==> src/hw/rtl/pbs_pkg.sv <==
package pbs_pkg;

  localparam int PIX_W      = 16;
  localparam int DIM_W      = 13;
  localparam int POS_W      = 12;
  localparam int BIN_W      = 6;
  localparam int IN_BIN_W   = 5;
  localparam int CFG_IDX_W  = 2;
  localparam int CFG_DATA_W = 13;
  localparam int MAX_BIN    = 32;
  localparam int MAX_DIM    = 4096;
  localparam int STORE_DEPTH = 4096;
  localparam int ADDR_W     = $clog2(STORE_DEPTH);
  localparam int FIFO_DEPTH = 4;
  localparam int FIFO_PTR_W = $clog2(FIFO_DEPTH);
  localparam int DIV_STEPS  = DIM_W;
  localparam int DIV_CNT_W  = $clog2(DIV_STEPS + 1);

  localparam logic [PIX_W-1:0] PIX_SAT = {PIX_W{1'b1}};

  typedef enum logic [CFG_IDX_W-1:0] {
    REG_BIN_FACTOR = 2'd0,
    REG_FRAME_ROWS = 2'd1,
    REG_FRAME_COLS = 2'd2
  } reg_idx_e;

  typedef struct packed {
    logic [BIN_W-1:0] bin;
    logic [DIM_W-1:0] rows;
    logic [DIM_W-1:0] cols;
    logic [DIM_W-1:0] used_rows;
    logic [DIM_W-1:0] used_cols;
    logic             busy;
  } geom_t;

  typedef struct packed {
    logic [PIX_W-1:0]  pixel;
    logic [ADDR_W-1:0] addr;
    logic              first;
    logic              emit;
    logic              last;
  } op_t;

  function automatic logic [BIN_W-1:0] clamp_bin(input logic [BIN_W-1:0] v);
    logic [BIN_W-1:0] r;
    r = v;
    if (v == '0) r = BIN_W'(1);
    else if (v > BIN_W'(MAX_BIN)) r = BIN_W'(MAX_BIN);
    return r;
  endfunction

  function automatic logic [DIM_W-1:0] clamp_dim(input logic [DIM_W-1:0] v);
    logic [DIM_W-1:0] r;
    r = v;
    if (v == '0) r = DIM_W'(1);
    else if (v > DIM_W'(MAX_DIM)) r = DIM_W'(MAX_DIM);
    return r;
  endfunction

endpackage

==> src/hw/rtl/pbs_front.sv <==
module pbs_front (
  input  logic                        clk_i,
  input  logic                        rst_ni,
  input  pbs_pkg::geom_t              geom_i,
  input  logic                        s_axis_tvalid,
  output logic                        s_axis_tready,
  input  logic [pbs_pkg::PIX_W-1:0]   s_axis_tdata,
  input  logic                        s_axis_tuser,
  input  logic                        full_i,
  output logic                        push_o,
  output pbs_pkg::op_t                op_o
);
  import pbs_pkg::*;

  logic [POS_W-1:0]    row_q, row_d, col_q, col_d, orow_q, orow_d;
  logic [IN_BIN_W-1:0] rib_q, rib_d, cib_q, cib_d;
  logic [POS_W-1:0]    row_c, col_c, orow_c;
  logic [IN_BIN_W-1:0] rib_c, cib_c;
  logic [DIM_W-1:0]    row_nx, col_nx;
  logic [BIN_W-1:0]    rib_nx, cib_nx;
  logic                accept, in_use;

  assign s_axis_tready = !geom_i.busy && !full_i;
  assign accept        = s_axis_tvalid && s_axis_tready;

  always_comb begin
    row_c  = s_axis_tuser ? '0 : row_q;
    col_c  = s_axis_tuser ? '0 : col_q;
    orow_c = s_axis_tuser ? '0 : orow_q;
    rib_c  = s_axis_tuser ? '0 : rib_q;
    cib_c  = s_axis_tuser ? '0 : cib_q;
    row_nx = DIM_W'(row_c) + DIM_W'(1);
    col_nx = DIM_W'(col_c) + DIM_W'(1);
    rib_nx = BIN_W'(rib_c) + BIN_W'(1);
    cib_nx = BIN_W'(cib_c) + BIN_W'(1);

    in_use = (DIM_W'(row_c) < geom_i.used_rows) && (DIM_W'(col_c) < geom_i.used_cols);

    op_o.pixel = s_axis_tdata;
    op_o.addr  = orow_c;
    op_o.first = (rib_c == '0) && (cib_c == '0);
    op_o.emit  = (rib_nx == geom_i.bin) && (cib_nx == geom_i.bin);
    op_o.last  = (row_nx == geom_i.used_rows) && (col_nx == geom_i.used_cols);

    row_d  = row_q;
    col_d  = col_q;
    orow_d = orow_q;
    rib_d  = rib_q;
    cib_d  = cib_q;
    if (accept) begin
      if (row_nx >= geom_i.rows) begin
        row_d  = '0;
        rib_d  = '0;
        orow_d = '0;
        if (col_nx >= geom_i.cols) begin
          col_d = '0;
          cib_d = '0;
        end else begin
          col_d = col_nx[POS_W-1:0];
          cib_d = (cib_nx >= geom_i.bin) ? '0 : cib_nx[IN_BIN_W-1:0];
          rib_d = '0;
        end
        col_d = (col_nx >= geom_i.cols) ? '0 : col_nx[POS_W-1:0];
      end else begin
        row_d = row_nx[POS_W-1:0];
        col_d = col_c;
        cib_d = cib_c;
        if (rib_nx >= geom_i.bin) begin
          rib_d  = '0;
          orow_d = orow_c + POS_W'(1);
        end else begin
          rib_d  = rib_nx[IN_BIN_W-1:0];
          orow_d = orow_c;
        end
      end
    end
  end

  assign push_o = accept && in_use;

  always_ff @(posedge clk_i or negedge rst_ni) begin
    if (!rst_ni) begin
      row_q  <= '0;
      col_q  <= '0;
      orow_q <= '0;
      rib_q  <= '0;
      cib_q  <= '0;
    end else begin
      row_q  <= row_d;
      col_q  <= col_d;
      orow_q <= orow_d;
      rib_q  <= rib_d;
      cib_q  <= cib_d;
    end
  end

endmodule

==> config.mk <==
export PLATFORM = sky130hd
export DESIGN_NAME = pbs_front
export DESIGN_NICKNAME = d
export VERILOG_FILES = /design/src/hw/rtl/pbs_pkg.sv /design/src/hw/rtl/pbs_front.sv
export SDC_FILE = /design/constraint.sdc
export NUM_CORES = 1
export LEC_CHECK = 0
export ABC_AREA = 0
export BUFFER_PORTS_ARGS = -buffer_cell sky130_fd_sc_hd__clkbuf_2
export CAP_MARGIN = 20
export CORE_ASPECT_RATIO = 0.9
export CORE_UTILIZATION = 56
export CTS_CLUSTER_SIZE = 28
export DETAILED_ROUTE_END_ITERATION = 7
export PLACE_DENSITY = 0.82
export SYNTH_ARGS = -nofsm -noshare
export SYNTH_HDL_FRONTEND = slang
export SYNTH_SLANG_ARGS = --single-unit
==> constraint.sdc <==
create_clock -name clk_i -period 6.3 [get_ports clk_i]
set_input_delay 1.26 -clock clk_i [delete_from_list [all_inputs] [get_ports clk_i]]
set_output_delay 1.26 -clock clk_i [all_outputs]
set_load 0.03 [all_outputs]
==> flow_summary.toml <==
[grt]
grt.total_usage = 0.281
gr-total-overflow = 0
grt_max_degree = 75
antenna_found_initial = 0
grt_pass1_wl_microns = 21000
grt_pass1_vias = 4528

[die]
core_area_sq_um = 8690
die_h_microns = 92.4
dieWidth_microns = 102
ios = 113
row_count = 32
die-area_sq_um = 9470
initial_core_util = 0.586

[timing]
period_share = 0.898
setup_viol = 0
tightest_slew_ns = 0.641
slew_headroom = 0.573
max_freq_mhz = 177
finalSetupTns_ns = 0
maxSlewViolCount = 0
fin_crit_ns = 5.66
setup_slack_ns = 0.644
finClkSkew_ns = 0.0108
hold_viol = 0
grt_setup_unrepaired = "no"

[yosys]
synth_top_area_frac = 0.226
ys_types = 65
synth_ff_type = "dfrtp_1"
postSynthAreaPerCell_sq_um = 8.08
ys_ff_latch = 46
synthTopCellsByArea = "dfrtp_1 23%, ha_1 17%, inv_1 5.1%, nor2b_1 4.1%, o21ai_0 4.0%"
ys_warn_count = 0
synth_edf_count = 0
async_flop_share = 1.00
synth_area_sq_um = 5090
syn_inst = 630
synth_nets = 779
yosysTopAreaCell = "dfrtp_1"
synth-seq-area-share = 0.226

[clock_network]
clock_tree.buffer_depth = 2
postCtsHoldBufs = 0
root_buffer = "clkbuf_8"
htree_levels = 2
cts_made_buffers = 5
cts_setup_buffers = 0
tritoncts = "done"
cts.sinks = 46
cts_resized = 0
insertion_delay_ns = 0.30
path_clk_slew_ns = 0.09

[placed_design]
io_buffer_count = 80
dpl.cell_count = 796
gp_congestion = 0.967
preCtsSetupSlack_ns = 0.738
post-dp-hpwl_microns = 10000

[critical_path]
r2r_end = "cib_q[1]$_DFFE_PN0P_"
cp-start-kind = "input port"
r2r-start = "row_q[1]$_DFFE_PN0P_"
crit_path_end = "op_o[0]"
worstSetupPathType = "input port to primary output"
cp_data_required_time_ns = 5.04
ff2ff_setup_slack_ns = 2.13
r2r_cells = 12
crit_path_start = "s_axis_tuser"
end_kind = "primary output"
worst-path-max-fanout = 7
crit_arrival_ns = 4.40

[power]
p_total_mw = 0.721
peakVddDrop_v = 0.0000856
leakagePower_nw = 2.94
power_density_nw_per_um2 = 129

[detailed_routing]
viasPerCell = 5.98
wl_microns = 12900
wl_per_cell_microns = 16.1
ant_nets = 0
dr.pass1.iters = 5
post-route-drc-count = 0
dr.first_iter.drc_count = 322
vias = 4805

[cells_and_area]
stdcell_count = 803
drive_gt1_frac = 0.155
num_antenna_cells = 0
final_common_cell = "clkbuf_2"
syn_to_final_growth_pct = 9.94
num-nets-final = 833
final_cell_mix = "80 x clkbuf_2, 69 x inv_1, 69 x ha_1"

[run]
maxCapViolations = 0

[outcome]
status = "finished, final reports clean"

[worst_hold_path]
hp-start = "row_q[10]$_DFFE_PN0P_"
hp-class = "flop to flop"
where the power goes:
| part | leakage, nW | switching, mW | internal [mW] |
|---|---|---|---|
| Clock | 0.0573 | 0.104 | 0.127 |
| Sequential | 0.628 | 0.0147 | 0.306 |
| Combinational | 2.25 | 0.0986 | 0.0693 |
| Total | 2.94 | 0.218 | 0.503 |
cell type report:
| class | count | area (sq um) |
|---|---|---|
| clock buffers | 6 | 82.6 |
| clock inverters | 1 | 30.0 |
| fillers | 737 | 3100 |
| inverters | 69 | 259 |
| multi-input cells | 477 | 3470 |
| flip-flops and latches | 46 | 1150 |
| well taps | 119 | 149 |
| repair buffers | 85 | 450 |
cells by family (layout without fill, tap and decap cells):
kind of cell | Yosys count | in the layout | share of synthesized area
AOI/OAI and AO/OA | 141 | 141 | 0.187
buffers and inverters | 107 | 161 | 0.0937
xor gates and xnor gates | 40 | 40 | 0.0726
muxes | 5 | 5 | 0.0101
DFF | 46 | 46 | 0.226
and+or+nand+nor | 222 | 222 | 0.241
adders and majority gates | 69 | 69 | 0.170
cells in the mapped netlist (2+ instances only):
library cell	n
nand2b_1	12
nor2b_1	33
ha_1	69
mux2i_1	4
a21oi_1	25
o2bb2ai_1	2
a31oi_1	3
and3_1	5
and2b_1	3
and4_1	4
nand4b_1	3
nand3_1	21
o31ai_1	9
nand2_1	54
inv_1	69
o2111ai_1	2
buf_4	17
nor3b_1	4
nand3b_1	6
o221ai_1	2
nor4_1	4
a21o_1	8
a22o_1	21
clkbuf_1	17
o21a_1	5
nand4_1	8
nor2_1	36
a21boi_0	2
buf_2	3
or3_1	4
a311oi_1	2
a2111oi_0	2
a211oi_1	4
o21ai_0	41
xnor2_1	22
or2_2	3
xor2_1	17
a221oi_1	3
and2_1	3
nor3_1	8
dfrtp_1	46
metrics by stage:
| step | cell area [sq um] | utilization | hold slack [ns] |
|---|---|---|---|
| 5_1_grt | 5590 | 0.644 | 0.497 |
| 2_1_floorplan | 5090 | - | 0.437 |
| 4_1_cts | 5590 | 0.644 | 0.479 |
| 6_report | 5590 | 0.644 | 0.487 |
| 3_5_place_dp | 5480 | 0.631 | 0.466 |
| 3_3_place_gp | 5480 | 0.631 | 0.455 |
critical path, stage by stage:
cell	delay [ns]
clkbuf_2	0.14
nor2b_1	0.24
ha_1	0.37
xnor2_1	0.13
a2111oi_0	0.58
o311ai_0	0.23
a2111oi_0	0.52
and4_1	0.26
nand4b_1	0.13
nor4b_2	0.29
clkbuf_2	0.25
flip-flops by register name, summed over array words and instances (netlist names):
| register | count |
|---|---|
| row_q | 12 |
| rib_q | 5 |
| col_q | 12 |
| cib_q | 5 |
| orow_q | 12 |
routing by layer:
layer  track usage  vias to the layer above  routed length [microns]
met5             0                        -                        0
met4         0.104                        0                      332
met3        0.0317                       35                      778
met2         0.457                      179                     6030
met1         0.380                     2286                     5760
li1              -                     2305                        -
worst min-delay path by stage:
stage	to	slack, ns	depth (start not counted)
final	row_q[10]$_DFFE_PN0P_	0.49	2
after global routing	orow_q[11]$_DFFE_PN0P_	0.50	1
after CTS	orow_q[11]$_DFFE_PN0P_	0.48	1
after detailed placement	orow_q[11]$_DFFE_PN0P_	0.47	1
after global placement	orow_q[11]$_DFFE_PN0P_	0.45	1
after floorplan	orow_q[11]$_DFFE_PN0P_	0.44	1
Note: power is estimated with default switching activity, not from simulation.
