===== src/hw/rtl/pbs_pkg.sv =====
package pbs_pkg;

  localparam int PIX_W      = 16;
  localparam int DIM_W      = 13;
  localparam int POS_W      = 12;
  localparam int BIN_W      = 6;
  localparam int IN_BIN_W   = 5;
  localparam int CFG_IDX_W  = 2;
  localparam int CFG_DATA_W = 13;
  localparam int MAX_BIN    = 32;
  localparam int MAX_DIM    = 4096;
  localparam int STORE_DEPTH = 4096;
  localparam int ADDR_W     = $clog2(STORE_DEPTH);
  localparam int FIFO_DEPTH = 4;
  localparam int FIFO_PTR_W = $clog2(FIFO_DEPTH);
  localparam int DIV_STEPS  = DIM_W;
  localparam int DIV_CNT_W  = $clog2(DIV_STEPS + 1);

  localparam logic [PIX_W-1:0] PIX_SAT = {PIX_W{1'b1}};

  typedef enum logic [CFG_IDX_W-1:0] {
    REG_BIN_FACTOR = 2'd0,
    REG_FRAME_ROWS = 2'd1,
    REG_FRAME_COLS = 2'd2
  } reg_idx_e;

  typedef struct packed {
    logic [BIN_W-1:0] bin;
    logic [DIM_W-1:0] rows;
    logic [DIM_W-1:0] cols;
    logic [DIM_W-1:0] used_rows;
    logic [DIM_W-1:0] used_cols;
    logic             busy;
  } geom_t;

  typedef struct packed {
    logic [PIX_W-1:0]  pixel;
    logic [ADDR_W-1:0] addr;
    logic              first;
    logic              emit;
    logic              last;
  } op_t;

  function automatic logic [BIN_W-1:0] clamp_bin(input logic [BIN_W-1:0] v);
    logic [BIN_W-1:0] r;
    r = v;
    if (v == '0) r = BIN_W'(1);
    else if (v > BIN_W'(MAX_BIN)) r = BIN_W'(MAX_BIN);
    return r;
  endfunction

  function automatic logic [DIM_W-1:0] clamp_dim(input logic [DIM_W-1:0] v);
    logic [DIM_W-1:0] r;
    r = v;
    if (v == '0) r = DIM_W'(1);
    else if (v > DIM_W'(MAX_DIM)) r = DIM_W'(MAX_DIM);
    return r;
  endfunction

endpackage


===== src/hw/rtl/pbs_geom.sv =====
module pbs_geom (
  input  logic                            clk_i,
  input  logic                            rst_ni,
  input  logic                            cfg_valid_i,
  output logic                            cfg_ready_o,
  input  logic [pbs_pkg::CFG_IDX_W-1:0]   cfg_index_i,
  input  logic [pbs_pkg::CFG_DATA_W-1:0]  cfg_data_i,
  output pbs_pkg::geom_t                  geom_o
);
  import pbs_pkg::*;

  logic [BIN_W-1:0]     bin_q, bin_d;
  logic [DIM_W-1:0]     rows_q, rows_d, cols_q, cols_d;
  logic [DIV_CNT_W-1:0] cnt_q, cnt_d;
  logic [DIM_W-1:0]     sh_r_q, sh_r_d, sh_c_q, sh_c_d;
  logic [BIN_W-1:0]     rem_r_q, rem_r_d, rem_c_q, rem_c_d;
  logic [BIN_W-1:0]     b_eff;
  logic [DIM_W-1:0]     rows_eff, cols_eff;

  function automatic logic [BIN_W-1:0] rem_step(input logic [BIN_W-1:0] rem,
                                                input logic msb,
                                                input logic [BIN_W-1:0] b);
    logic [BIN_W:0] t;
    t = {rem, msb};
    if (t >= {1'b0, b}) t = t - {1'b0, b};
    return t[BIN_W-1:0];
  endfunction

  assign cfg_ready_o = 1'b1;
  assign b_eff    = clamp_bin(bin_q);
  assign rows_eff = clamp_dim(rows_q);
  assign cols_eff = clamp_dim(cols_q);

  always_comb begin
    bin_d   = bin_q;
    rows_d  = rows_q;
    cols_d  = cols_q;
    cnt_d   = cnt_q;
    sh_r_d  = sh_r_q;
    sh_c_d  = sh_c_q;
    rem_r_d = rem_r_q;
    rem_c_d = rem_c_q;
    if (cfg_valid_i) begin
      unique case (cfg_index_i)
        REG_BIN_FACTOR: bin_d  = cfg_data_i[BIN_W-1:0];
        REG_FRAME_ROWS: rows_d = cfg_data_i[DIM_W-1:0];
        REG_FRAME_COLS: cols_d = cfg_data_i[DIM_W-1:0];
        default: ;
      endcase
      // The remainders of both frame sizes by the bin factor are rebuilt bit by bit.
      cnt_d   = DIV_CNT_W'(DIV_STEPS);
      sh_r_d  = clamp_dim(rows_d);
      sh_c_d  = clamp_dim(cols_d);
      rem_r_d = '0;
      rem_c_d = '0;
    end else if (cnt_q != '0) begin
      cnt_d   = cnt_q - DIV_CNT_W'(1);
      rem_r_d = rem_step(rem_r_q, sh_r_q[DIM_W-1], b_eff);
      rem_c_d = rem_step(rem_c_q, sh_c_q[DIM_W-1], b_eff);
      sh_r_d  = {sh_r_q[DIM_W-2:0], 1'b0};
      sh_c_d  = {sh_c_q[DIM_W-2:0], 1'b0};
    end
  end

  always_ff @(posedge clk_i or negedge rst_ni) begin
    if (!rst_ni) begin
      bin_q   <= BIN_W'(1);
      rows_q  <= DIM_W'(MAX_DIM);
      cols_q  <= DIM_W'(MAX_DIM);
      cnt_q   <= '0;
      rem_r_q <= '0;
      rem_c_q <= '0;
    end else begin
      bin_q   <= bin_d;
      rows_q  <= rows_d;
      cols_q  <= cols_d;
      cnt_q   <= cnt_d;
      rem_r_q <= rem_r_d;
      rem_c_q <= rem_c_d;
    end
  end

  always_ff @(posedge clk_i) begin
    sh_r_q <= sh_r_d;
    sh_c_q <= sh_c_d;
  end

  assign geom_o.bin       = b_eff;
  assign geom_o.rows      = rows_eff;
  assign geom_o.cols      = cols_eff;
  assign geom_o.used_rows = rows_eff - DIM_W'(rem_r_q);
  assign geom_o.used_cols = cols_eff - DIM_W'(rem_c_q);
  assign geom_o.busy      = (cnt_q != '0);

endmodule


===== config.mk =====
export PLATFORM = sky130hd
export DESIGN_NAME = pbs_geom
export DESIGN_NICKNAME = d
export VERILOG_FILES = /design/src/hw/rtl/pbs_pkg.sv /design/src/hw/rtl/pbs_geom.sv
export SDC_FILE = /design/constraint.sdc
export NUM_CORES = 1
export LEC_CHECK = 0
export ABC_AREA = 1
export BUFFER_PORTS_ARGS = -buffer_cell sky130_fd_sc_hd__buf_2
export CAP_MARGIN = 5
export CORE_MARGIN = 8
export CORE_UTILIZATION = 50
export CTS_CLUSTER_DIAMETER = 80
export DETAILED_ROUTE_END_ITERATION = 12
export GPL_ROUTABILITY_DRIVEN = 0
export PLACE_DENSITY = 0.81
export SLEW_MARGIN = 15
export SYNTH_ARGS = -nofsm -noshare
export SYNTH_HDL_FRONTEND = slang
export SYNTH_SLANG_ARGS = --single-unit

===== constraint.sdc =====
create_clock -name clk_i -period 5.45 [get_ports clk_i]
set_input_delay 0.545 -clock clk_i [delete_from_list [all_inputs] [get_ports clk_i]]
set_output_delay 0.545 -clock clk_i [all_outputs]
set_load 0.005 [all_outputs]

==> impl_results.md <==
* Status: completed
* Rel. slew slack at 28.4%
* Most frequent cell after synthesis: nand2_1
* CORE AREA at 10100 sq um
* Number of max-cap violations at 0
* Antenna violations before repair at 0
* Fin crit period at 3.64 ns
* Post-place instance area at 5590 sq um
* Post-CTS Resized at 0
* DP HPWL at 9890 um
* Largest net degree at the start of global routing at 56
* RSZ-0062 raised after global routing: false
* Hold Fails Final Rpt at 0
* Synthesis Warnings at 0
* 1st-iter DRT viols at 385
* Mux share of post-synthesis cell area at 0.656%
* # Post-CTS Setup Buffers at 0
* Worst Hold Class: input port to async pin
* Post-synthesis xor/xnor area fraction at 2.55%
* Simple-gate portion of the synthesized area at 29.2%
* Remaining routing DRC violations at 0
* Power Density at 434 nW/um^2
* CP endpoint kind: output pin
* Crit path to: geom_o[24]
* Seq. cell area at 1990 sq um
* Die Width at 117 um
* First-pass GRT wire length at 21200 um
* Mapped Nets at 757
* # hold bufs at CTS at 0
* Antenna Nets Post-Route at 0
* Clk slew on worst S/H paths at 0.07 ns
* Share of cells above drive strength 1 at 15.0%
* Synth-to-Final Area Change at 12.2%
* Number of fill cells at 940
* Drt pass-1 iters at 5
* I/O Buffers at 76
* CP arrival at 3.09 ns
* Top post-synthesis cells by count: 210 x nand2_1, 97 x inv_1, 83 x nor2_1
* CTS tree: built
* Final setup fails at 0
* Slew @ Worst Pin at 1.07 ns
* Worst-Skew Late Latency at 0.34 ns
* Setup crit start kind: flop
* Setup_tns at 0 ns
* Mapped Cells at 709
* Area share of fa/ha/maj cells after synthesis at 7.88%
* Leakage dissipation at 3.12 nW
* Gr ovfl total at 0
* Synth Area in Compound Gates at 11.4%
* Req. time, crit path at 4.91 ns
* Area contributors post-synth: dfrtp_1 22%, nand2_1 15%, edfxtp_1 15%
* Syn avg cell area at 7.26 sq um
* CTS max path bufs at 2
* Synth top area share at 21.9%
* Pins Over Slew Limit at 0
* Clk sinks at 74
* Max Freq at 275 MHz
* # IOs at 78
* Yosys cell types at 33
* Number of enable flip-flop cells after synthesis at 26
* Fin area at 5770 sq um
* Rows at 37
* R2R cell count at 11
* Number of diodes at 0
* Mapped cell area at 5150 sq um
* Htree depth at 3
* VDD IR max at 155 uV
* Die Y at 117 um
* FF-to-FF setup slack at 2.88 ns
* Crit-path max FO at 6
* CTS Buf Count at 9
* Area leader, netlist: dfrtp_1
* Total Routed Length at 12700 um
* Worst setup path startpoint: rows_q[2]$_DFFE_PN0P_
* Number of global-route vias before repair at 4469
* Sequential fraction of the synthesis area at 38.6%
* Final period util at 66.7%
* Initial Util at 50.8%
* Main combinational cell family by area after synthesis: simple AND/OR/NAND/NOR gates
* Synthesized flop and latch total at 74
* Vias/cell at 5.18
* Die area at 13800 sq um
* Crit Path Class: flop to output pin
* Multi-input logic area at 2670 sq um
* Clock Tree Root: clkbuf_8
* Fin nets at 823
* All-layer global routing usage at 18.4%
* Prevailing post-synth register cell: dfrtp_1
* Wire per inst at 13.9 um
* Reg2reg start: bin_q[2]$_DFFE_PN0P_
* Vias at 4748
* R2r endpoint: rem_r_q[4]$_DFFE_PN0P_
* Post-synth ARST share at 64.9%
* Setup Skew at 0.00992 ns
[through the flow]
stage / worst slack (ns) / hold WS, ns / std cells / total power [mW] / util [%]
4_1_cts: 1.82 / 0.429 / 916 / 2.52 / 56.9
5_1_grt: 1.46 / 0.257 / 916 / 2.74 / 56.9
3_3_place_gp: 2.35 / 0.465 / 900 / 2.08 / 55.1
2_1_floorplan: 2.59 / 0.249 / 709 / 1.71 / -
3_5_place_dp: 2.21 / 0.484 / 900 / 2.11 / 55.1
6_report: 1.81 / 0.217 / 916 / 2.51 / 56.9
[cell families (layout without fill, tap and decap cells)]
kind of cell | Yosys count | count (layout)
buf+inv | 122 | 193
xor+xnor | 15 | 15
mux | 3 | 3
simple gates | 362 | 362
flops | 74 | 74
compound gates | 102 | 102
other cells | 1 | 1
fa+ha+maj | 30 | 30
[worst min-delay path by stage]
| stage | endpoint | slack, ns |
|---|---|---|
| 6_report | rem_r_q[2]$_DFFE_PN0P_ | 0.22 |
| 5_1_grt | rem_r_q[2]$_DFFE_PN0P_ | 0.26 |
| 4_1_cts | rem_r_q[2]$_DFFE_PN0P_ | 0.43 |
| 3_5_place_dp | rows_q[0]$_DFFE_PN0P_ | 0.48 |
| 3_3_place_gp | rows_q[0]$_DFFE_PN0P_ | 0.47 |
| 2_1_floorplan | bin_q[1]$_DFFE_PN0P_ | 0.25 |
[placed cells by master, fill, tap and decap left out, types with 2 or more instances in the layout]
master	instances
xnor2_1	5
nand3_1	19
mux2_2	3
o21a_1	3
clkbuf_1	3
o21ai_0	46
buf_4	2
o21ai_1	3
fa_1	4
inv_1	97
nand2_1	210
xor2_1	10
nand2_2	13
edfxtp_1	26
a31oi_1	3
nor3_1	4
a21oi_1	19
o22ai_1	2
nor2_1	83
ha_1	26
clkinv_2	2
clkbuf_8	10
inv_2	2
dfrtp_1	45
dfstp_2	3
o211ai_1	2
o21bai_1	23
or2_2	6
nand4_1	26
buf_2	75
[critical path, cell delays in order (launching register included)]
cell and delay (ns):
dfrtp_1 0.37, inv_1 0.12, nand2_1 0.08, nor2_1 0.10, nand2_1 0.07, nand2_1 0.15, inv_1 0.12, nor2_1 0.20
inv_1 0.09, fa_1 0.45, nand3b_1 0.18, nand2_1 0.11, nand2_1 0.07, a21boi_0 0.25, nor2_1 0.13, nand4_1 0.09
nand2_1 0.05, buf_2 0.12
[report_power, final]
| group | total [mW] | switching (mW) | internal (mW) |
|---|---|---|---|
| Sequential | 0.786 | 0.0864 | 0.699 |
| Clock | 0.399 | 0.194 | 0.205 |
| Combinational | 1.32 | 0.790 | 0.532 |
[flip-flops by register name, summed over array words and instances, names as in the netlist]
register / cells
cols_q: 13
rem_c_q: 6
sh_c_q: 13
rows_q: 13
sh_r_q: 13
rem_r_q: 6
bin_q: 6
cnt_q: 4
[metal layers]
metal	share of wire (%)	vias up	GRT usage, %	wire, um
met4	1.5	0	5.52	192
met2	51	118	31.7	6420
met5	0	-	0	0
li1	-	2404	-	-
met1	43	2207	22.7	5480
met3	4.9	19	3.74	624
[cell type report]
cell class | count | share of cell area [%]
sequential | 74 | 34.4
clock buffer | 14 | 3.01
timing repair buffer | 77 | 6.76
tap | 136 | 2.95
multi-input combinational | 513 | 46.2
clock inverter | 2 | 0.173
inverter | 100 | 6.50
No activity file was read; power rests on OpenSTA's default activity.
