`src/hw/rtl/pbs_pkg.sv`:
```
package pbs_pkg;

  localparam int PIX_W      = 16;
  localparam int DIM_W      = 13;
  localparam int POS_W      = 12;
  localparam int BIN_W      = 6;
  localparam int IN_BIN_W   = 5;
  localparam int CFG_IDX_W  = 2;
  localparam int CFG_DATA_W = 13;
  localparam int MAX_BIN    = 32;
  localparam int MAX_DIM    = 4096;
  localparam int STORE_DEPTH = 4096;
  localparam int ADDR_W     = $clog2(STORE_DEPTH);
  localparam int FIFO_DEPTH = 4;
  localparam int FIFO_PTR_W = $clog2(FIFO_DEPTH);
  localparam int DIV_STEPS  = DIM_W;
  localparam int DIV_CNT_W  = $clog2(DIV_STEPS + 1);

  localparam logic [PIX_W-1:0] PIX_SAT = {PIX_W{1'b1}};

  typedef enum logic [CFG_IDX_W-1:0] {
    REG_BIN_FACTOR = 2'd0,
    REG_FRAME_ROWS = 2'd1,
    REG_FRAME_COLS = 2'd2
  } reg_idx_e;

  typedef struct packed {
    logic [BIN_W-1:0] bin;
    logic [DIM_W-1:0] rows;
    logic [DIM_W-1:0] cols;
    logic [DIM_W-1:0] used_rows;
    logic [DIM_W-1:0] used_cols;
    logic             busy;
  } geom_t;

  typedef struct packed {
    logic [PIX_W-1:0]  pixel;
    logic [ADDR_W-1:0] addr;
    logic              first;
    logic              emit;
    logic              last;
  } op_t;

  function automatic logic [BIN_W-1:0] clamp_bin(input logic [BIN_W-1:0] v);
    logic [BIN_W-1:0] r;
    r = v;
    if (v == '0) r = BIN_W'(1);
    else if (v > BIN_W'(MAX_BIN)) r = BIN_W'(MAX_BIN);
    return r;
  endfunction

  function automatic logic [DIM_W-1:0] clamp_dim(input logic [DIM_W-1:0] v);
    logic [DIM_W-1:0] r;
    r = v;
    if (v == '0) r = DIM_W'(1);
    else if (v > DIM_W'(MAX_DIM)) r = DIM_W'(MAX_DIM);
    return r;
  endfunction

endpackage

```
`src/hw/rtl/pbs_queue.sv`:
```
module pbs_queue (
  input  logic          clk_i,
  input  logic          rst_ni,
  input  logic          push_i,
  input  pbs_pkg::op_t  op_i,
  output logic          full_o,
  input  logic          pop_i,
  output logic          empty_o,
  output pbs_pkg::op_t  head_o
);
  import pbs_pkg::*;

  op_t                 mem_q [FIFO_DEPTH];
  logic [FIFO_PTR_W-1:0] wr_ptr_q, rd_ptr_q;
  logic [FIFO_PTR_W:0]   cnt_q;
  logic                  do_push, do_pop;

  assign full_o  = (cnt_q == (FIFO_PTR_W+1)'(FIFO_DEPTH));
  assign empty_o = (cnt_q == '0);
  assign head_o  = mem_q[rd_ptr_q];
  assign do_push = push_i && !full_o;
  assign do_pop  = pop_i && !empty_o;

  always_ff @(posedge clk_i or negedge rst_ni) begin
    if (!rst_ni) begin
      wr_ptr_q <= '0;
      rd_ptr_q <= '0;
      cnt_q    <= '0;
    end else begin
      if (do_push) wr_ptr_q <= wr_ptr_q + FIFO_PTR_W'(1);
      if (do_pop) rd_ptr_q <= rd_ptr_q + FIFO_PTR_W'(1);
      if (do_push && !do_pop) cnt_q <= cnt_q + (FIFO_PTR_W+1)'(1);
      else if (do_pop && !do_push) cnt_q <= cnt_q - (FIFO_PTR_W+1)'(1);
    end
  end

  always_ff @(posedge clk_i) begin
    if (do_push) mem_q[wr_ptr_q] <= op_i;
  end

endmodule

```
`config.mk`:
```
export PLATFORM = sky130hd
export DESIGN_NAME = pbs_queue
export DESIGN_NICKNAME = d
export VERILOG_FILES = /design/src/hw/rtl/pbs_pkg.sv /design/src/hw/rtl/pbs_queue.sv
export SDC_FILE = /design/constraint.sdc
export NUM_CORES = 1
export LEC_CHECK = 0
export BUFFER_PORTS_ARGS = -buffer_cell sky130_fd_sc_hd__buf_4
export CELL_PAD_IN_SITES_DETAIL_PLACEMENT = 1
export CELL_PAD_IN_SITES_GLOBAL_PLACEMENT = 2
export CORE_MARGIN = 2
export CORE_UTILIZATION = 40
export DETAILED_ROUTE_END_ITERATION = 10
export PLACE_DENSITY_LB_ADDON = 0.08
export SYNTH_ARGS = -nofsm -noshare
export SYNTH_HDL_FRONTEND = slang
export SYNTH_SLANG_ARGS = --single-unit
```
`constraint.sdc`:
```
create_clock -name clk_i -period 1.9 [get_ports clk_i]
set_input_delay 0.095 -clock clk_i [delete_from_list [all_inputs] [get_ports clk_i]]
set_output_delay 0.095 -clock clk_i [all_outputs]
set_load 0.005 [all_outputs]
```
==> results.py, run 1 <==
metrics = {
    "detailed_routing": {
        "totalWireLength_um": 9320,
        "vias": 2406,
        "route.detailed.drc": 0,
        "wl_met2_um": 4920,
        "dr_wl_met3_um": 288,
        "viasPerCell": 4.70,
        "highest_layer": "met4",
        "met1_length_um": 4030,
        "ant_nets": 0,
        "wl_per_cell_um": 18.2,
        "detail_route.first_pass.iterations": 4,
        "drtIter0Drc": 103,
    },
    "setup_path": {
        "r2r_start": "cnt_q[0]",
        "path_cells": "buf_6 > nor3b_4 > nor2b_4 > ha_4 > inv_2 > fa_2 > mux2_2",
        "startpoint_type": "flop",
        "crit_required_ns": 2.19,
        "worstSetupStartpoint": "cnt_q[0]",
        "r2r_cells": 7,
        "critPathMaxStageDelay_ns": 0.42,
        "critical_path_class": "reg -> reg",
        "path_depth": 7,
        "r2r_slack_ns": 0.03,
        "critPathMaxFanout": 3,
        "worstReg2RegEnd": "cnt_q[1]",
        "crit_arrival_ns": 2.15,
        "endpoint_kind": "flop",
        "cp-endpoint": "cnt_q[1]",
        "critPathTopFamily": "adder cells",
        "crit_buf_inv": 2,
        "slowest_stage": "fa_2",
    },
    "synth": {
        "ys_types": 21,
        "ys_seq_area_share_pct": 78.8,
        "syn-num-nets": 239,
        "synth.cell_area_mm2": 0.00494,
        "yosysWarnings": 0,
        "syn_area_per_cell_um2": 25.0,
        "synth-seq-cells": 131,
        "syn_inst": 198,
    },
    "power": {
        "power-per-cell-area_mw_per_mm2": 1570,
        "p_leak_nw": 2.44,
        "p_total_mw": 10.6,
        "ir_drop_v": 0.000850,
    },
    "placed_design": {
        "dp_hpwl_um": 5480,
        "preCtsSetupSlack_ns": -0.0694,
        "gp_congestion": 0.678,
        "port_buffers": 67,
    },
    "floorplanning": {
        "die_x_um": 115,
        "start_util_pct": 41.0,
        "dieArea_mm2": 0.0133,
        "num_rows": 40,
        "io_pins": 68,
        "core-area_mm2": 0.0121,
        "die_h_um": 115,
    },
    "global_routing": {
        "grt-ovfl-total": 0,
        "grt_max_degree": 32,
        "grt_pass1_vias": 2662,
        "grtUsageTotal_pct": 15.3,
        "antenna_found_initial": 0,
        "grt_pass1_wl_um": 14500,
    },
    "status": {
        "status": "finished clean",
    },
    "sta": {
        "clock_skew_ns": 0.00582,
        "slew_headroom_pct": 82.4,
        "setup_viol": 0,
        "fmax_mhz": 535,
        "setup_slack_ns": 0.0317,
        "hold_viol": 0,
        "slew_violations": 0,
        "min_period_ns": 1.87,
        "whs_ns": 0.0202,
        "worstMarginPinSlew_ns": 0.264,
        "rsz0062_at_grt": "true",
        "period_share_pct": 98.3,
    },
    "clock_network": {
        "cts_made_buffers": 17,
        "cts-root-buf": "clkbuf_16",
        "clockBufferDepth": 2,
        "clk_latency_ns": 0.40,
        "clock_sinks": 131,
        "htree_levels": 4,
        "cts_tree": "yes",
        "path_clk_slew_ns": 0.05,
    },
    "finish": {
        "seqCellArea_mm2": 0.00390,
        "mostFrequentLayoutCells": "edfxtp_1, buf_4, dlygate4sd3_1",
        "syn2layout_area_growth_pct": 37.0,
        "drive_gt1_share_pct": 46.5,
        "diodes": 0,
        "nFillCells": 1070,
        "multi_input_area_um2": 976,
        "final_common_cell": "edfxtp_1",
        "nets": 372,
    },
    "min_path": {
        "hp-class": "in -> reg",
        "min_path_cells": 3,
    },
    "flow_run": {
        "drv_cap": 0,
    },
}
[stage by stage]
step	util (%)	std cells	TNS, ns	instance area [um^2]
floorplan	-	198	-0.0131	4960
global placement	47.5	442	-0.0216	5730
detailed placement	47.5	442	-0.112	5730
CTS	55.8	509	0	6730
global route	56.2	512	-0.0975	6770
finish	56.2	512	0	6770
[layout make-up]
| type | instances | share of cell area, % |
|---|---|---|
| clock buffer | 20 | 6.45 |
| clock inverter | 12 | 2.75 |
| timing repair buffer | 122 | 15.5 |
| tap | 168 | 3.10 |
| sequential | 131 | 57.6 |
| multi-input combinational | 55 | 14.4 |
| inverter | 4 | 0.222 |
[Yosys cell counts]
| library cell | n | area, um^2 |
|---|---|---|
| mux4_2 | 28 | 631 |
| xnor2_1 | 4 | 35.0 |
| nor3b_2 | 1 | 12.5 |
| buf_6 | 2 | 22.5 |
| inv_1 | 4 | 15.0 |
| dfrtp_1 | 7 | 175 |
| and2_1 | 4 | 25.0 |
| nand2_1 | 1 | 3.75 |
| mux4_1 | 3 | 78.8 |
| fa_1 | 1 | 20.0 |
| mux2_4 | 1 | 15.0 |
| nand3_1 | 1 | 5.00 |
| mux2_2 | 1 | 11.3 |
| nor2b_1 | 1 | 6.26 |
| xor2_1 | 2 | 17.5 |
| edfxtp_1 | 124 | 3720 |
| ha_1 | 5 | 62.6 |
| buf_2 | 3 | 15.0 |
| buf_12 | 3 | 60.1 |
| or3_1 | 1 | 6.26 |
| nor2_1 | 1 | 3.75 |
[report_power, final]
group	leakage [nW]	total [mW]	internal, mW	switching (mW)
logic	0.931	3.20	1.82	1.38
clock network	0.297	3.43	2.31	1.12
registers	1.22	4.01	3.84	0.166
total	2.44	10.6	7.96	2.66
[repair_timing]
item | in CTS | in global routing
pin swaps | 5 | 4
hold buffers | 32 | 0
setup buffers | 3 | 3
setup endpoints to repair | 17 | 3
gates resized for setup | 8 | 7
hold endpoints to repair | 131 | 0
[registers in the layout, indices dropped and copies added (netlist names)]
signal / flops
rd_ptr_q: 2
wr_ptr_q: 2
cnt_q: 3
mem_q: 124
[worst min-delay path: cells and delay by family]
kind / cells / cell delay, ns
xor gates and xnor gates: 1 / 0.06
buffers and inverters: 1 / 0.13
and+or+nand+nor: 1 / 0.09
[logic make-up (layout without fill, tap and decap cells)]
| family | after synthesis | after routing | synth area share (%) |
|---|---|---|---|
| xor gates and xnor gates | 6 | 6 | 1.06 |
| adders and majority gates | 6 | 6 | 1.67 |
| buffers and inverters | 12 | 158 | 2.28 |
| DFF | 131 | 131 | 78.8 |
| muxes | 33 | 33 | 14.9 |
| and+or+nand+nor | 10 | 10 | 1.26 |
[per-layer routing]
metal,track usage [%],up-vias
li1,-,1094
met1,18.6,1249
met2,26.1,54
met3,4.48,9
met4,5.54,0
met5,0,-
[how the worst min path moves through the flow]
stage | from | endpoint | slack (ns)
2_1_floorplan | rst_ni | cnt_q[0] | -0.20
3_3_place_gp | rst_ni | cnt_q[2] | -0.08
3_5_place_dp | rst_ni | cnt_q[2] | -0.08
4_1_cts | pop_i | rd_ptr_q[1] | 0.004
5_1_grt | pop_i | rd_ptr_q[1] | 0.01
6_report | pop_i | rd_ptr_q[1] | 0.02
Note: power is estimated with default switching activity, not from simulation.
==> inputs of run 2 (changes only) <==
CELL_PAD_IN_SITES_DETAIL_PLACEMENT = unset   (was 1)
CELL_PAD_IN_SITES_GLOBAL_PLACEMENT = unset   (was 2)
CORE_UTILIZATION = 51   (was 40)
CTS_CLUSTER_DIAMETER = 60   (was unset)
==> results.py, run 2 (same netlist as run 1, synthesis figures left out) <==
metrics = {
    "global_routing": {
        "met1_usage_pct": 21.3,
        "grt-ovfl-total": 0,
        "grt_pass1_wl_um": 13100,
        "grtUsageTotal_pct": 17.8,
        "top_usage_layer": "met2",
        "antenna_found_initial": 0,
        "grt_pass1_vias": 2657,
        "use_met3_pct": 5.34,
        "grt_max_degree": 27,
        "use_met2_pct": 30.0,
    },
    "status": {
        "status": "complete, but fails checks",
        "violations": "negative setup slack",
    },
    "sta": {
        "worstMarginPinSlew_ns": 0.358,
        "min_period_ns": 1.96,
        "hold_viol": 0,
        "setup_viol": 17,
        "slew_violations": 0,
        "fin_setup_tns_ns": -0.522,
        "slew_headroom_pct": 76.1,
        "whs_ns": 0.142,
        "rsz0062_at_grt": "true",
        "fmax_mhz": 511,
        "clock_skew_ns": 0.00599,
        "period_share_pct": 103,
        "setup_slack_ns": -0.0586,
    },
    "setup_path": {
        "crit_top_cell": "buf_6",
        "worstSetupStartpoint": "rd_ptr_q[0]",
        "critPathMaxFanout": 5,
        "critPathMaxStageDelay_ns": 0.53,
        "worstReg2RegEnd": "cnt_q[2]",
        "crit_required_ns": 1.80,
        "critical_path_class": "reg -> out",
        "startpoint_type": "flop",
        "r2r_start": "cnt_q[0]",
        "slowest_stage": "mux4_2",
        "crit_arrival_ns": 1.86,
        "cp-endpoint": "head_o[13]",
        "r2r_cells": 8,
        "endpoint_kind": "output port",
        "path_cells": "buf_6 > buf_6 > mux4_2 > buf_6",
        "r2r_slack_ns": 0.05,
    },
    "detailed_routing": {
        "totalWireLength_um": 8440,
        "route.detailed.drc": 0,
        "viasPerCell": 5.04,
        "detail_route.first_pass.iterations": 6,
        "ant_nets": 0,
        "wl_per_cell_um": 17.6,
        "vias": 2419,
        "drtIter0Drc": 80,
    },
    "finish": {
        "syn2layout_area_growth_pct": 36.7,
        "final_common_cell": "edfxtp_1",
        "nets": 379,
        "nFillCells": 563,
        "largest_register_ffs": 124,
        "drive_gt1_share_pct": 49.0,
        "final_util_pct": 72.5,
        "final_area_mm2": 0.00676,
        "diodes": 0,
        "reg_top3": "mem_q: 124 flops, cnt_q: 3 flops",
        "mostFrequentLayoutCells": "edfxtp_1, buf_4, dlygate4sd3_1",
        "top_register": "mem_q",
    },
    "clock_network": {
        "path_clk_slew_ns": 0.06,
        "cts_made_buffers": 17,
        "clk_latency_ns": 0.50,
        "htree_levels": 4,
        "clockBufferDepth": 2,
        "cts-root-buf": "clkbuf_8",
        "cts_tree": "yes",
        "clock_sinks": 131,
    },
    "placed_design": {
        "gp_congestion": 0.698,
        "port_buffers": 67,
        "placed_area_mm2": 0.00569,
        "dp_hpwl_um": 5000,
    },
    "min_path": {
        "min_from": "push_i",
        "min_path_cells": 4,
        "hp-class": "in -> reg",
    },
    "flow_run": {
        "drv_cap": 0,
    },
    "floorplanning": {
        "io_pins": 68,
        "dieArea_mm2": 0.0105,
        "start_util_pct": 53.0,
        "core-area_mm2": 0.00933,
        "die_h_um": 102,
        "num_rows": 35,
        "die_x_um": 102,
    },
    "power": {
        "power-per-cell-area_mw_per_mm2": 1550,
        "p_leak_nw": 2.45,
        "ir_drop_v": 0.000838,
        "p_total_mw": 10.5,
    },
}
## run 2: metal layers
metal / vias to the layer above / part of all wire (%)
met5: - / 0
met4: 0 / 0.95
met2: 58 / 53
met1: 1246 / 42
met3: 9 / 3.8
li1: 1106 / -
## run 2: how the worst min path moves through the flow
stage                  endpoint  slack (ns)
finish                 cnt_q[0]        0.14
global route           cnt_q[0]        0.16
CTS                 wr_ptr_q[0]        0.12
detailed placement     cnt_q[2]       -0.08
global placement       cnt_q[0]       -0.08
floorplan              cnt_q[0]       -0.20
## run 2: final cells by class
| type | count | area (um^2) | area share (%) |
|---|---|---|---|
| clock buffers | 17 | 414 | 6.13 |
| clock inverters | 15 | 156 | 2.31 |
| inverters | 4 | 15.0 | 0.222 |
| multi-input cells | 55 | 963 | 14.2 |
| flip-flops and latches | 131 | 3900 | 57.7 |
| well taps | 129 | 161 | 2.39 |
| repair buffers | 129 | 1150 | 17.0 |
## run 2: critical path, delay by kind of cell, from the launching register on
| kind | cells | cell delay, ns |
|---|---|---|
| buffers and inverters | 3 | 0.40 |
| DFF | 1 | 0.44 |
| muxes | 1 | 0.53 |
## run 2: report_power, final
part,switching (mW),internal [mW],leakage (nW)
combinational,1.38,2.01,0.967
sequential,0.179,3.84,1.22
clock,1.19,1.87,0.267
## run 2: what timing repair did
action	in CTS	in global routing
pin swaps	1	5
hold endpoints to repair	133	0
endpoints found under the setup margin	32	33
buffers inserted	6	1
resized for setup	21	15
hold buffers	34	0
## run 2: through the flow
stage / instances / setup slack (ns)
floorplan: 198 / -0.0131
global placement: 408 / -0.0107
detailed placement: 408 / -0.0377
CTS: 479 / -0.0824
global route: 480 / -0.119
finish: 480 / -0.0586
==> inputs of run 3 (changes only) <==
CAP_MARGIN = 30   (was unset)
CORE_MARGIN = 4   (was 2)
CORE_UTILIZATION = 45   (was 51)
==> results.py, run 3 (same netlist as run 1, synthesis figures left out) <==
metrics = {
    "status": {
        "status": "complete, but fails checks",
        "violations": "negative setup slack",
    },
    "global_routing": {
        "grtUsageTotal_pct": 15.0,
        "grt_max_degree": 27,
        "antenna_found_initial": 0,
        "grt-ovfl-total": 0,
        "grt_pass1_wl_um": 14100,
        "grt_pass1_vias": 2640,
    },
    "clock_network": {
        "cts_tree": "yes",
        "path_clk_slew_ns": 0.05,
        "clockBufferDepth": 2,
        "clk_latency_ns": 0.51,
        "htree_levels": 4,
        "clock_sinks": 131,
        "cts-root-buf": "clkbuf_8",
        "cts_made_buffers": 17,
    },
    "setup_path": {
        "crit_arrival_ns": 1.84,
        "critPathMaxFanout": 7,
        "worstSetupStartpoint": "rd_ptr_q[0]",
        "r2r_cells": 7,
        "r2r_slack_ns": 0.04,
        "worstReg2RegEnd": "cnt_q[1]",
        "cp-endpoint": "head_o[11]",
        "startpoint_type": "flop",
        "critical_path_class": "reg -> out",
        "endpoint_kind": "output port",
        "r2r_start": "cnt_q[1]",
        "crit_required_ns": 1.80,
    },
    "detailed_routing": {
        "viasPerCell": 4.99,
        "wl_per_cell_um": 18.0,
        "route.detailed.drc": 0,
        "detail_route.first_pass.iterations": 4,
        "drtIter0Drc": 104,
        "vias": 2420,
        "totalWireLength_um": 8720,
        "ant_nets": 0,
    },
    "finish": {
        "drive_gt1_share_pct": 45.5,
        "final_common_cell": "edfxtp_1",
        "nets": 374,
        "top_register": "mem_q",
        "mostFrequentLayoutCells": "edfxtp_1, buf_4, dlygate4sd3_1",
        "syn2layout_area_growth_pct": 36.5,
        "final_cells": 485,
        "nFillCells": 782,
        "largest_register_ffs": 124,
        "reg_top3": "mem_q: 124 flops, cnt_q: 3 flops",
        "diodes": 0,
    },
    "power": {
        "swShare_pct": 25.4,
        "p_leak_nw": 2.44,
        "clockPowerShare_pct": 27.8,
        "power.internal_mw": 7.75,
        "switching_power_mw": 2.64,
        "ir_drop_v": 0.000745,
        "power.share.combinational_pct": 33.5,
        "p_seq_share_pct": 38.7,
        "power-per-cell-area_mw_per_mm2": 1540,
    },
    "sta": {
        "rsz0062_at_grt": "true",
        "min_period_ns": 1.94,
        "worstMarginPinSlew_ns": 0.373,
        "fmax_mhz": 516,
        "fin_setup_tns_ns": -0.254,
        "slew_violations": 0,
        "hold_viol": 0,
        "setup_slack_ns": -0.0377,
        "slew_headroom_pct": 75.1,
        "period_share_pct": 102,
        "setup_viol": 18,
        "clock_skew_ns": 0.00956,
    },
    "flow_run": {
        "drv_cap": 0,
    },
    "placed_design": {
        "dp_hpwl_um": 5320,
        "post-place-cells": 415,
        "gp_congestion": 0.696,
        "port_buffers": 67,
        "preCtsSetupSlack_ns": -0.0376,
    },
    "floorplanning": {
        "die_h_um": 113,
        "core-area_mm2": 0.0108,
        "die_x_um": 113,
        "io_pins": 68,
        "dieArea_mm2": 0.0127,
        "num_rows": 38,
        "start_util_pct": 45.8,
    },
    "min_path": {
        "hp-class": "in -> reg",
    },
}
-- run 3: cell types whose count changed in the layout (fill, tap and decap cells not counted) --
cell        delta
buf_6          +2
clkbuf_1       +7
clkinv_2       +1
mux4_1         +1
mux2_4         +1
inv_6          -4
buf_8          -1
mux4_2         -1
buf_12         +4
mux2_2         -1
clkinv_1       +1
buf_4         -10
clkinv_4       -1
clkinvlp_4     -5
-- run 3: layer usage --
metal / vias up / share of wire (%) / global-route usage (%)
met5: - / 0 / 0
met4: 0 / 1.8 / 6.25
met3: 14 / 4.7 / 4.71
met2: 64 / 51 / 24.1
met1: 1247 / 42 / 18.9
li1: 1095 / - / -
-- run 3: how the worst min path moves through the flow --
stage | start | endpoint | slack [ns] | cells after the start
detailed placement | rst_ni | cnt_q[1] | -0.09 | 1
global placement | rst_ni | wr_ptr_q[0] | -0.08 | 1
floorplan | rst_ni | cnt_q[0] | -0.20 | 0
global route | push_i | cnt_q[0] | 0.15 | 4
finish | push_i | wr_ptr_q[0] | 0.13 | 4
CTS | push_i | cnt_q[0] | 0.10 | 4
-- run 3: area by class of cell --
class	instances	area [um^2]	share of cell area (%)
well taps	140	175	2.60
clock inverters	7	83.8	1.24
flip-flops and latches	131	3900	57.8
multi-input cells	55	971	14.4
repair buffers	124	1160	17.2
inverters	4	15.0	0.222
clock buffers	24	440	6.53
-- run 3: power groups by stage --
stage / Clock (mW) / Combinational (mW) / Sequential [mW]
after floorplan: 0 / 1.78 / 4.02
after global placement: 0 / 3.05 / 4.05
after detailed placement: 0 / 3.06 / 4.07
after CTS: 2.97 / 3.49 / 4.02
after global routing: 3.11 / 3.77 / 4.06
final: 2.89 / 3.48 / 4.02
-- run 3: worst max-delay path, cell delays in order (launching register included) --
cell	delay, ns
dfrtp_2	0.45
buf_6	0.18
mux4_2	0.53
buf_4	0.16
-- run 3: what timing repair did --
action                                  in CTS  in global routing
buffers inserted                             1                  4
endpoints found under the setup margin      30                 33
endpoints found under the hold margin      133                  0
gates resized for setup                     32                  6
pin swaps                                    2                  5
hold buffers                                34                  0
-- run 3: metrics by stage --
step                utilization (%)  area (um^2)  total power [mW]  hold WS, ns
global placement               52.9         5710              7.10      -0.0820
global route                   62.5         6750              10.9        0.152
detailed placement             52.9         5710              7.14      -0.0850
finish                         62.5         6750              10.4        0.126
CTS                            62.1         6700              10.5        0.104
floorplan                         -         4960              5.80       -0.201
